**src/rtl/rtac_pkg.sv**
```systemverilog
package rtac_pkg;

  localparam int DEFAULT_REGIONS = 16;

  localparam logic FUNC_WRITE  = 1'b0;
  localparam logic FUNC_LOOKUP = 1'b1;

  typedef enum logic [1:0] {
    FAULT_NONE     = 2'd0,
    FAULT_UNMAPPED = 2'd1,
    FAULT_DENIED   = 2'd2,
    FAULT_RANGE    = 2'd3
  } fault_t;

  typedef struct packed {
    logic        func;
    logic [3:0]  entry_index;
    logic        entry_valid;
    logic [63:0] entry_base;
    logic [63:0] entry_length;
    logic [31:0] entry_physical;
    logic [7:0]  entry_rights;
    logic [63:0] access_address;
    logic [63:0] access_length;
    logic [7:0]  access_rights;
  } in_item_t;

  typedef struct packed {
    logic [1:0]  fault_code;
    logic [63:0] run_base;
    logic [31:0] run_physical;
    logic [63:0] run_length;
    logic [7:0]  found_rights;
  } out_item_t;

  typedef struct packed {
    logic [63:0] base;
    logic [63:0] length;
    logic [31:0] physical;
    logic [7:0]  rights;
  } region_entry_t;

  typedef enum logic [2:0] {
    ST_IDLE,
    ST_SCAN,
    ST_CHECK,
    ST_BACK,
    ST_FWD,
    ST_FINAL,
    ST_DONE
  } state_t;

  typedef struct packed {
    logic capture;
    logic start_scan;
    logic check;
    logic start_back;
    logic start_fwd;
    logic finish;
    logic load_out;
  } cmd_t;

  typedef struct packed {
    logic walk_done;
    logic check_ok;
    logic found_first;
    logic found_last;
  } sts_t;

endpackage

```
**src/rtl/rtac_ctrl.sv**
```systemverilog
module rtac_ctrl (
  input  logic           clk,
  input  logic           rst,
  input  logic           in_valid,
  output logic           in_ready,
  input  logic           func,
  output logic           out_valid,
  input  logic           out_ready,
  output rtac_pkg::cmd_t cmd,
  input  rtac_pkg::sts_t sts
);

  rtac_pkg::state_t state;
  rtac_pkg::state_t state_next;
  logic             out_full;

  always_ff @(posedge clk) begin
    if (rst) begin
      state <= rtac_pkg::ST_IDLE;
    end else begin
      state <= state_next;
    end
  end

  always_ff @(posedge clk) begin
    if (rst) begin
      out_full <= 1'b0;
    end else if (cmd.load_out) begin
      out_full <= 1'b1;
    end else if (out_ready) begin
      out_full <= 1'b0;
    end
  end

  assign out_valid = out_full;

  always_comb begin
    state_next = state;
    cmd        = '0;
    in_ready   = 1'b0;
    case (state)
      rtac_pkg::ST_IDLE: begin
        if (!rst) begin
          in_ready = 1'b1;
          if (in_valid) begin
            cmd.capture = 1'b1;
            if (func == rtac_pkg::FUNC_WRITE) begin
              state_next = rtac_pkg::ST_DONE;
            end else begin
              cmd.start_scan = 1'b1;
              state_next     = rtac_pkg::ST_SCAN;
            end
          end
        end
      end
      rtac_pkg::ST_SCAN: begin
        if (sts.walk_done) begin
          state_next = rtac_pkg::ST_CHECK;
        end
      end
      rtac_pkg::ST_CHECK: begin
        cmd.check = 1'b1;
        if (!sts.check_ok) begin
          state_next = rtac_pkg::ST_DONE;
        end else if (!sts.found_first) begin
          cmd.start_back = 1'b1;
          state_next     = rtac_pkg::ST_BACK;
        end else if (!sts.found_last) begin
          cmd.start_fwd = 1'b1;
          state_next    = rtac_pkg::ST_FWD;
        end else begin
          state_next = rtac_pkg::ST_FINAL;
        end
      end
      rtac_pkg::ST_BACK: begin
        if (sts.walk_done) begin
          if (!sts.found_last) begin
            cmd.start_fwd = 1'b1;
            state_next    = rtac_pkg::ST_FWD;
          end else begin
            state_next = rtac_pkg::ST_FINAL;
          end
        end
      end
      rtac_pkg::ST_FWD: begin
        if (sts.walk_done) begin
          state_next = rtac_pkg::ST_FINAL;
        end
      end
      rtac_pkg::ST_FINAL: begin
        cmd.finish = 1'b1;
        state_next = rtac_pkg::ST_DONE;
      end
      rtac_pkg::ST_DONE: begin
        if (!out_full || out_ready) begin
          cmd.load_out = 1'b1;
          state_next   = rtac_pkg::ST_IDLE;
        end
      end
      default: begin
        state_next = rtac_pkg::ST_IDLE;
      end
    endcase
  end

endmodule

```
**config.mk**
```make
export PLATFORM = sky130hd
export DESIGN_NAME = rtac_ctrl
export DESIGN_NICKNAME = d
export VERILOG_FILES = /design/src/rtl/rtac_pkg.sv /design/src/rtl/rtac_ctrl.sv
export SDC_FILE = /design/constraint.sdc
export NUM_CORES = 1
export LEC_CHECK = 0
export BUFFER_PORTS_ARGS = -buffer_cell sky130_fd_sc_hd__buf_2
export CELL_PAD_IN_SITES_DETAIL_PLACEMENT = 2
export CELL_PAD_IN_SITES_GLOBAL_PLACEMENT = 2
export CORE_MARGIN = 4
export CORE_UTILIZATION = 26
export CTS_BUF_LIST = sky130_fd_sc_hd__clkbuf_4
export DETAILED_ROUTE_END_ITERATION = 16
export PLACE_DENSITY = 0.94
export SLEW_MARGIN = 40
export SYNTH_ARGS = -nofsm -noshare
export SYNTH_HDL_FRONTEND = slang
export SYNTH_SLANG_ARGS = --single-unit
```
**constraint.sdc**
```tcl
create_clock -name clk -period 2.8 [get_ports clk]
set_clock_uncertainty 0.1 [all_clocks]
set_input_delay 0.56 -clock clk [delete_from_list [all_inputs] [get_ports clk]]
set_output_delay 0.56 -clock clk [all_outputs]
set_load 0.1 [all_outputs]
```
# After elaboration in Yosys (flattened, before gate mapping)
# Cells that the tools add are included.
# W data, S select, Z words.
[word_totals] reg_bits=4 inputBits=9 output_inout_bits=9 wordCells=46
[classes] eq_ne=11 muxes=28 reduce_logical=5
[op_table] op="$mux W3" count=8
[op_table] op="$pmux W3 S7" count=1
[op_table] op="$mux W1" count=13
[op_table] op="$mux W2" count=5
[op_table] op="$ne A2 B2 Y1 const B" count=5
[op_table] op="$eq A3 B3 Y1 const B" count=3
[op_table] op="$eq A3 B2 Y1 const B" count=2
[op_table] op="$reduce_and A5 Y1" count=1
[op_table] op="$eq A3 B1 Y1 const B" count=1
[op_table] op="$logic_not A3 Y1" count=1
[op_table] op="$pmux W1 S2" count=1
[op_table] op="$reduce_bool A2 Y1" count=1
[op_table] op="$logic_not A1 Y1" count=1
[op_table] op="$logic_or A1 B1 Y1" count=1

# Depth between registers and ports, before layout
# Gate-level depths: netlist of run 1.
[logic_depth] word_depth=5 depth_mapped=5

# Worst setup path before layout of run 1
# Ideal clock, no wire load.
[synth_timing] path_type="register to output" start="reg state[2]" end="out cmd[3] (netlist name)" t_arrival_ns=3.761 t_required_ns=2.140 setup_slack_ns=-1.621 path_stages_with_launch=4 path_cell_list="dfxtp_1 > buf_4 > nand2b_1 > nor4b_1"
[synth_lines] element="start, declared" line="rtac_ctrl.sv:13" rtl="rtac_pkg::state_t state;"
[synth_lines] element="start signal, assigned" line="rtac_ctrl.sv:19" rtl="state <= rtac_pkg::ST_IDLE;"
[synth_lines] element="start signal, assigned" line="rtac_ctrl.sv:21" rtl="state <= state_next;"
[synth_lines] element="end, declared" line="rtac_ctrl.sv:9" rtl="output rtac_pkg::cmd_t cmd,"

==> summary.md, run 1 <==
| Metric | Value |
|---|---|
| Fin. max-slew vios | `0` |
| Die area | `0.00220 mm²` |
| Switching share of power | `0.625` |
| Fill cells | `169` |
| Slew Limit Headroom | `0.653` |
| Crit-path leading delay family | `simple AND/OR/NAND/NOR gates` |
| DRC violations left | `0` |
| Iteration-0 DRC Markers | `8` |
| Pin count of the biggest net entering global routing | `15` |
| Main area contributors after synthesis | `dfxtp_1 20%, buf_6 5.7%, nor2_1 5.7%` |
| R2r startpoint | `state[2]` |
| Maxcap violations | `0` |
| Antenna violations before repair | `0` |
| CP Capture Type | `output pin` |
| Post-route clock period utilization | `0.878` |
| Post-Route WL | `1430 µm` |
| H-tree depth | `1` |
| Sum of buffers and inverters on the critical path | `1` |
| Total GRT Usage | `0.162` |
| Gate power share | `0.674` |
| I/O Buffers | `17` |
| Worst hold path type | `reg -> reg` |
| Multi-input logic area | `297 µm²` |
| Status | `finished clean` |
| RSZ-0062 raised after global routing | `false` |
| Post-Syn Area per Cell | `7.70 µm²` |
| Critical Path, Cell by Cell | `nor2b_1, and3_1, buf_2` |
| Drt via density | `5.64` |
| Reg clk slew, reported paths | `0.05 ns` |
| Post-synthesis register bit count | `4` |
| Worst R2R End | `state[1]` |
| Yosys warnings | `0` |
| Seq/Total Area, Yosys | `0.204` |
| Peak supply drop | `323 µV` |
| Cell count after placement | `81` |
| Depth of the worst register-to-register path | `4` |
| Sum Neg Setup Slack | `0 ns` |
| Critical path type | `reg -> out` |
| Ant. Diodes | `0` |
| Routability cong. | `0.678` |
| Pint | `269 µW` |
| CTS Hold Bufs | `0` |
| Final setup violation count | `0` |
| Crit Path Max Fanout | `14` |
| Antenna Nets Post-Route | `0` |
| Crit path launch type | `register` |
| Syn nets | `60` |
| Static leakage power | `0.241 nW` |
| CP Depth | `3` |
| Crit. Startpoint | `state[0]` |
| Final cell count without fillers | `84` |
| Site Rows | `13` |
| Number of gates resized after CTS | `0` |
| Die H | `46.9 µm` |
| Worst EP required | `2.14 ns` |
| CP peak stage delay | `0.47 ns` |
| Area leader, netlist | `dfxtp_1` |
| Clock sink count | `4` |
| Nets | `80` |
| Unique masters post-synth | `30` |
| Vias post-DR | `474` |
| Total CTS buffers | `3` |
| Vias in the first global route | `513` |
| Clock latency on the worst-skew pair | `0.26 ns` |
| WL/cell | `17.0 µm` |
| CP max-delay cell | `dfxtp_1` |
| Area of the core | `0.00137 mm²` |
| Maximum buffer depth of the clock tree | `2` |
| Fin area | `518 µm²` |
| Tot Pwr | `718 µW` |
| First-pass GRT wire length | `2460 µm` |
| Die X | `46.9 µm` |
| FF/Latch Area | `80.1 µm²` |
| Area share of the largest cell type after synthesis | `0.204` |
| Sw Pwr | `448 µW` |
| Max Freq | `407 MHz` |
| R2R Setup Slk | `0.99 ns` |
| GR Overflow Total | `0` |
| Dpl cell area | `495 µm²` |
| Clock period minus worst slack | `2.46 ns` |
| Area Growth Syn to Fin | `31.8%` |
| Fraction of layout cells with a size suffix above 1 | `0.435` |
| Clk root buf | `clkbuf_4` |
| Power per cell area | `1390 mW/mm²` |
| Final hold violations | `0` |
| CTS tree | `built` |
| Hpwl dp | `1110 µm` |
| Starting Density | `0.288` |
| Mapped cell area | `393 µm²` |
| Worst Max-Slew Pin Slew | `0.520 ns` |
| Pre-Repair DR Iteration Count | `4` |
| Clk pwr share | `0.112` |
| Synth Instances | `51` |
| Flop pwr share | `0.213` |
| Setup bufs post-CTS | `0` |
| Post-layout util | `0.379` |
| Worst Path Arrival | `1.80 ns` |
| Ports | `18` |
| Crit path capture | `cmd[0]` |
## power groups by stage
| stage | logic (mW) | registers, mW | clock network (mW) |
|---|---|---|---|
| finish | 0.484 | 0.153 | 0.0806 |
| global route | 0.521 | 0.165 | 0.0875 |
| CTS | 0.489 | 0.152 | 0.0815 |
| detailed placement | 0.485 | 0.154 | 0 |
| global placement | 0.470 | 0.152 | 0 |
| floorplan | 0.457 | 0.111 | 0 |
## registers in the layout, indices dropped and copies added (netlist names)
signal	count
out_valid	1
state	3
## placed cells by master (no fill, tap or decap), types with 2 or more instances in the layout
cell	Yosys	layout
o21ai_0	2	2
dfxtp_1	4	4
nand3_1	2	2
buf_2	0	17
nand2b_1	3	3
a21oi_1	4	4
nand2_1	3	3
clkbuf_4	0	3
and3_1	2	2
nor2_1	6	6
inv_1	2	2
## worst min-delay path by stage
stage,depth (start not counted),from,end
global route,2,out_valid,out_valid
global placement,2,out_valid,out_valid
floorplan,3,state[0],out_valid
finish,2,out_valid,out_valid
CTS,2,out_valid,out_valid
detailed placement,2,out_valid,out_valid
## metal layers
layer / GRT usage / share of wire
met5: 0 / 0
met4: 0.0166 / 0
met3: 0.0575 / 0.072
met2: 0.279 / 0.50
met1: 0.199 / 0.43
## cell usage after synthesis
library cell,number
nand4b_1,1
nor4b_1,1
buf_4,1
or2_4,1
o21ai_0,2
nor2_1,6
nor4_2,1
o311a_1,1
or3b_1,1
nor2b_1,1
inv_1,2
o31ai_1,1
or2b_2,1
nor3_1,1
nand2b_1,3
and2_1,2
o32ai_1,1
o41ai_2,1
nand2_1,3
buf_6,2
dfxtp_1,4
or3_1,1
a21oi_1,4
nand3b_1,1
nand3_1,2
and3_1,2
o21bai_1,1
and2b_2,1
a21oi_2,1
a41oi_1,1
## tightest hold or removal path, cell delays in order, from the launching register on
cell	delay, ns
dfxtp_1	0.31
nand2b_1	0.11
a21oi_1	0.09
## kinds of logic after synthesis
| family | after synthesis | synth area share |
|---|---|---|
| buf+inv | 5 | 0.0956 |
| flops | 4 | 0.204 |
| compound gates | 13 | 0.248 |
| simple gates | 29 | 0.452 |
## final cells by class
type / instances / area share
inverters: 2 / 0.0145
multi-input cells: 42 / 0.572
repair buffers: 18 / 0.179
clock buffers: 3 / 0.0435
well taps: 15 / 0.0362
flip-flops and latches: 4 / 0.155
## metrics by stage
stage | setup slack (ns) | hold slack, ns
detailed placement | 0.618 | 0.475
CTS | 0.333 | 0.480
global route | 0.207 | 0.510
finish | 0.342 | 0.480
global placement | 0.678 | 0.452
floorplan | -0.387 | 0.513
No activity file was read; power rests on OpenSTA's default activity.
==> run 2, diff against run 1 <==
CORE_UTILIZATION = 24   (was 26)
CTS_BUF_LIST = sky130_fd_sc_hd__clkbuf_4 sky130_fd_sc_hd__clkbuf_8   (was sky130_fd_sc_hd__clkbuf_4)
PLACE_DENSITY = 0.88   (was 0.94)
clock period = 2.35 ns   (was 2.8 ns; I/O delays follow)
==> summary.md, run 2 (same netlist as run 1, synthesis figures left out) <==
| Metric | Value |
|---|---|
| Area Growth Syn to Fin | `53.8%` |
| Status | `finished clean` |
| DRC violations left | `0 (unchanged)` |
| Vias in the first global route | `495 (-3.5%)` |
| Clk root buf | `clkbuf_4` |
| Number of flip-flops in the largest register | `3 (unchanged)` |
| Static leakage power | `0.261 nW (+8.2%)` |
| Fraction of layout cells with a size suffix above 1 | `0.464 (+0.0290)` |
| Multi-input logic area | `318 µm² (+7.2%)` |
| Peak supply drop | `421 µV (+30%)` |
| Die area | `0.00235 mm² (+6.9%)` |
| Starting Density | `0.258 (-0.0297)` |
| Hold Crit Start | `rst` |
| Fin. max-slew vios | `0 (unchanged)` |
| Post-route setup slack | `0.104 ns (-0.238 ns)` |
| CTS tree | `built` |
| Antenna Nets Post-Route | `0 (unchanged)` |
| Crit path launch type | `register` |
| Clk pwr share | `0.095 (-0.017)` |
| Switching share of power | `0.592 (-0.0328)` |
| Most frequent cells in the layout | `12 x buf_2, 6 x nor2_1, 4 x a21oi_1, 4 x clkbuf_4, 4 x buf_12` |
| Final hold slack | `0.411 ns (-0.0687 ns)` |
| Post-Route WL | `1310 µm (-8.6%)` |
| Maxcap violations | `0 (unchanged)` |
| Crit Path Max Fanout | `12 (-2)` |
| Maximum buffer depth of the clock tree | `2 (unchanged)` |
| H-tree depth | `1 (unchanged)` |
| Worst Path Arrival | `1.68 ns (-0.12 ns)` |
| Final setup violation count | `0 (unchanged)` |
| Worst Max-Slew Pin Slew | `0.488 ns (-0.0325 ns)` |
| Final hold violations | `0 (unchanged)` |
| Site Rows | `14 (+1)` |
| Total CTS buffers | `3 (unchanged)` |
| GR Overflow Total | `0 (unchanged)` |
| Antenna violations before repair | `0 (unchanged)` |
| Clock period minus worst slack | `2.25 ns` |
| Critical path type | `reg -> out` |
| Worst EP required | `1.78 ns (-0.36 ns)` |
| Pint | `366 µW (+36%)` |
| Flop pwr share | `0.186 (-0.027)` |
| CTS Hold Bufs | `0 (unchanged)` |
| Die H | `48.5 µm (+3.4%)` |
| I/O Buffers | `17 (unchanged)` |
| Sw Pwr | `532 µW (+19%)` |
| Power per cell area | `1490 mW/mm² (+7.3%)` |
| Clock latency on the worst-skew pair | `0.23 ns (-0.03 ns)` |
| Fill cells | `183 (+8.3%)` |
| Setup WS pre-CTS | `0.281 ns (-0.337 ns)` |
| Vias post-DR | `455 (-4.0%)` |
| Routability cong. | `0.719 (+6.0%)` |
| Crit. Startpoint | `state[1]` |
| Worst hold path type | `in -> reg` |
| Area of the core | `0.00152 mm² (+12%)` |
| Hpwl dp | `1030 µm (-7.3%)` |
| Total GRT Usage | `0.119 (-0.0431)` |
| CP Capture Type | `output pin` |
| Ports | `18 (unchanged)` |
| Largest Register | `state` |
| FF/Latch Area | `81.3 µm² (+1.6%)` |
| Slew Limit Headroom | `0.677 (+0.0244)` |
| Die X | `48.5 µm (+3.4%)` |
| Drt via density | `5.35 (-5.1%)` |
| Max Freq | `445 MHz` |
| Most common cell after layout, fill and taps aside | `buf_2` |
| Nets | `80 (unchanged)` |
| R2r startpoint | `state[1]` |
| Pin count of the biggest net entering global routing | `15 (unchanged)` |
| Pre-Repair DR Iteration Count | `3 (-1)` |
| Ant. Diodes | `0 (unchanged)` |
| Iteration-0 DRC Markers | `4 (-4)` |
| Post-route clock period utilization | `0.956` |
| First-pass GRT wire length | `2280 µm (-7.3%)` |
| Reg clk slew, reported paths | `0.04 ns (about the same)` |
| WL/cell | `15.4 µm (-9.7%)` |
| Clock sink count | `4 (unchanged)` |
| Gate power share | `0.719 (+0.045)` |
run 2: changes by cell type in the layout (fill, tap and decap cells not counted):
cell      delta
dfxtp_1      -1
and3_1       -1
and2_2       -1
buf_12       +4
dfxtp_2      +1
and2_4       +1
clkbuf_4     +1
and3_4       +1
nor3_2       -1
nor4b_2      -1
buf_2        -5
nor4b_4      +1
nor3_4       +1
run 2: critical path: stages, from the launching register on:
cell,delay (ns)
dfxtp_1,0.59
nand2b_1,0.28
nor2_1,0.14
buf_2,0.43
run 2: per-stage QoR:
stage	cells	setup TNS (ns)	utilization	power, mW	cell area [µm²]
after floorplan	51	-1.01	-	0.696	437
after global placement	82	0	0.380	0.804	579
after detailed placement	82	0	0.380	0.819	579
after CTS	85	0	0.395	0.908	602
after global routing	85	-0.00314	0.397	0.964	604
final	85	0	0.397	0.898	604
run 2: final timing paths:
| path | endpoint | depth (start not counted) | slack (ns) |
|---|---|---|---|
| worst max-delay path | cmd[4] | 3 | 0.10 |
| worst min-delay path | out_valid | 2 | 0.41 |
| worst max register to register | state[1] | 4 | 0.69 |
| worst min register to register | out_valid | 2 | 0.46 |
run 2: what timing repair did:
action                                  4_1_cts  5_1_grt
resized for setup                             0        1
endpoints found under the hold margin         0        0
buffers inserted                              0        0
endpoints found under the setup margin        0        1
run 2: area by class of cell:
class                           instances  share of cell area
Clock buffer                            3              0.0373
Tap cell                               16              0.0331
Inverter                                2              0.0124
Sequential cell                         4               0.135
Multi-Input combinational cell         42               0.526
Timing Repair Buffer                   18               0.257
run 2: power groups by stage:
stage	registers [mW]	logic (mW)	clock network, mW
floorplan	0.135	0.562	0
global placement	0.165	0.639	0
detailed placement	0.168	0.651	0
CTS	0.167	0.652	0.0891
global route	0.177	0.692	0.0953
finish	0.167	0.646	0.0851
run 2: metal layers:
metal	vias to the layer above	GRT usage	part of all wire
met1	221	0.142	0.43
met4	0	0.0269	0
met3	0	0.0491	0.052
met5	-	0	0
met2	11	0.196	0.52
li1	223	-	-
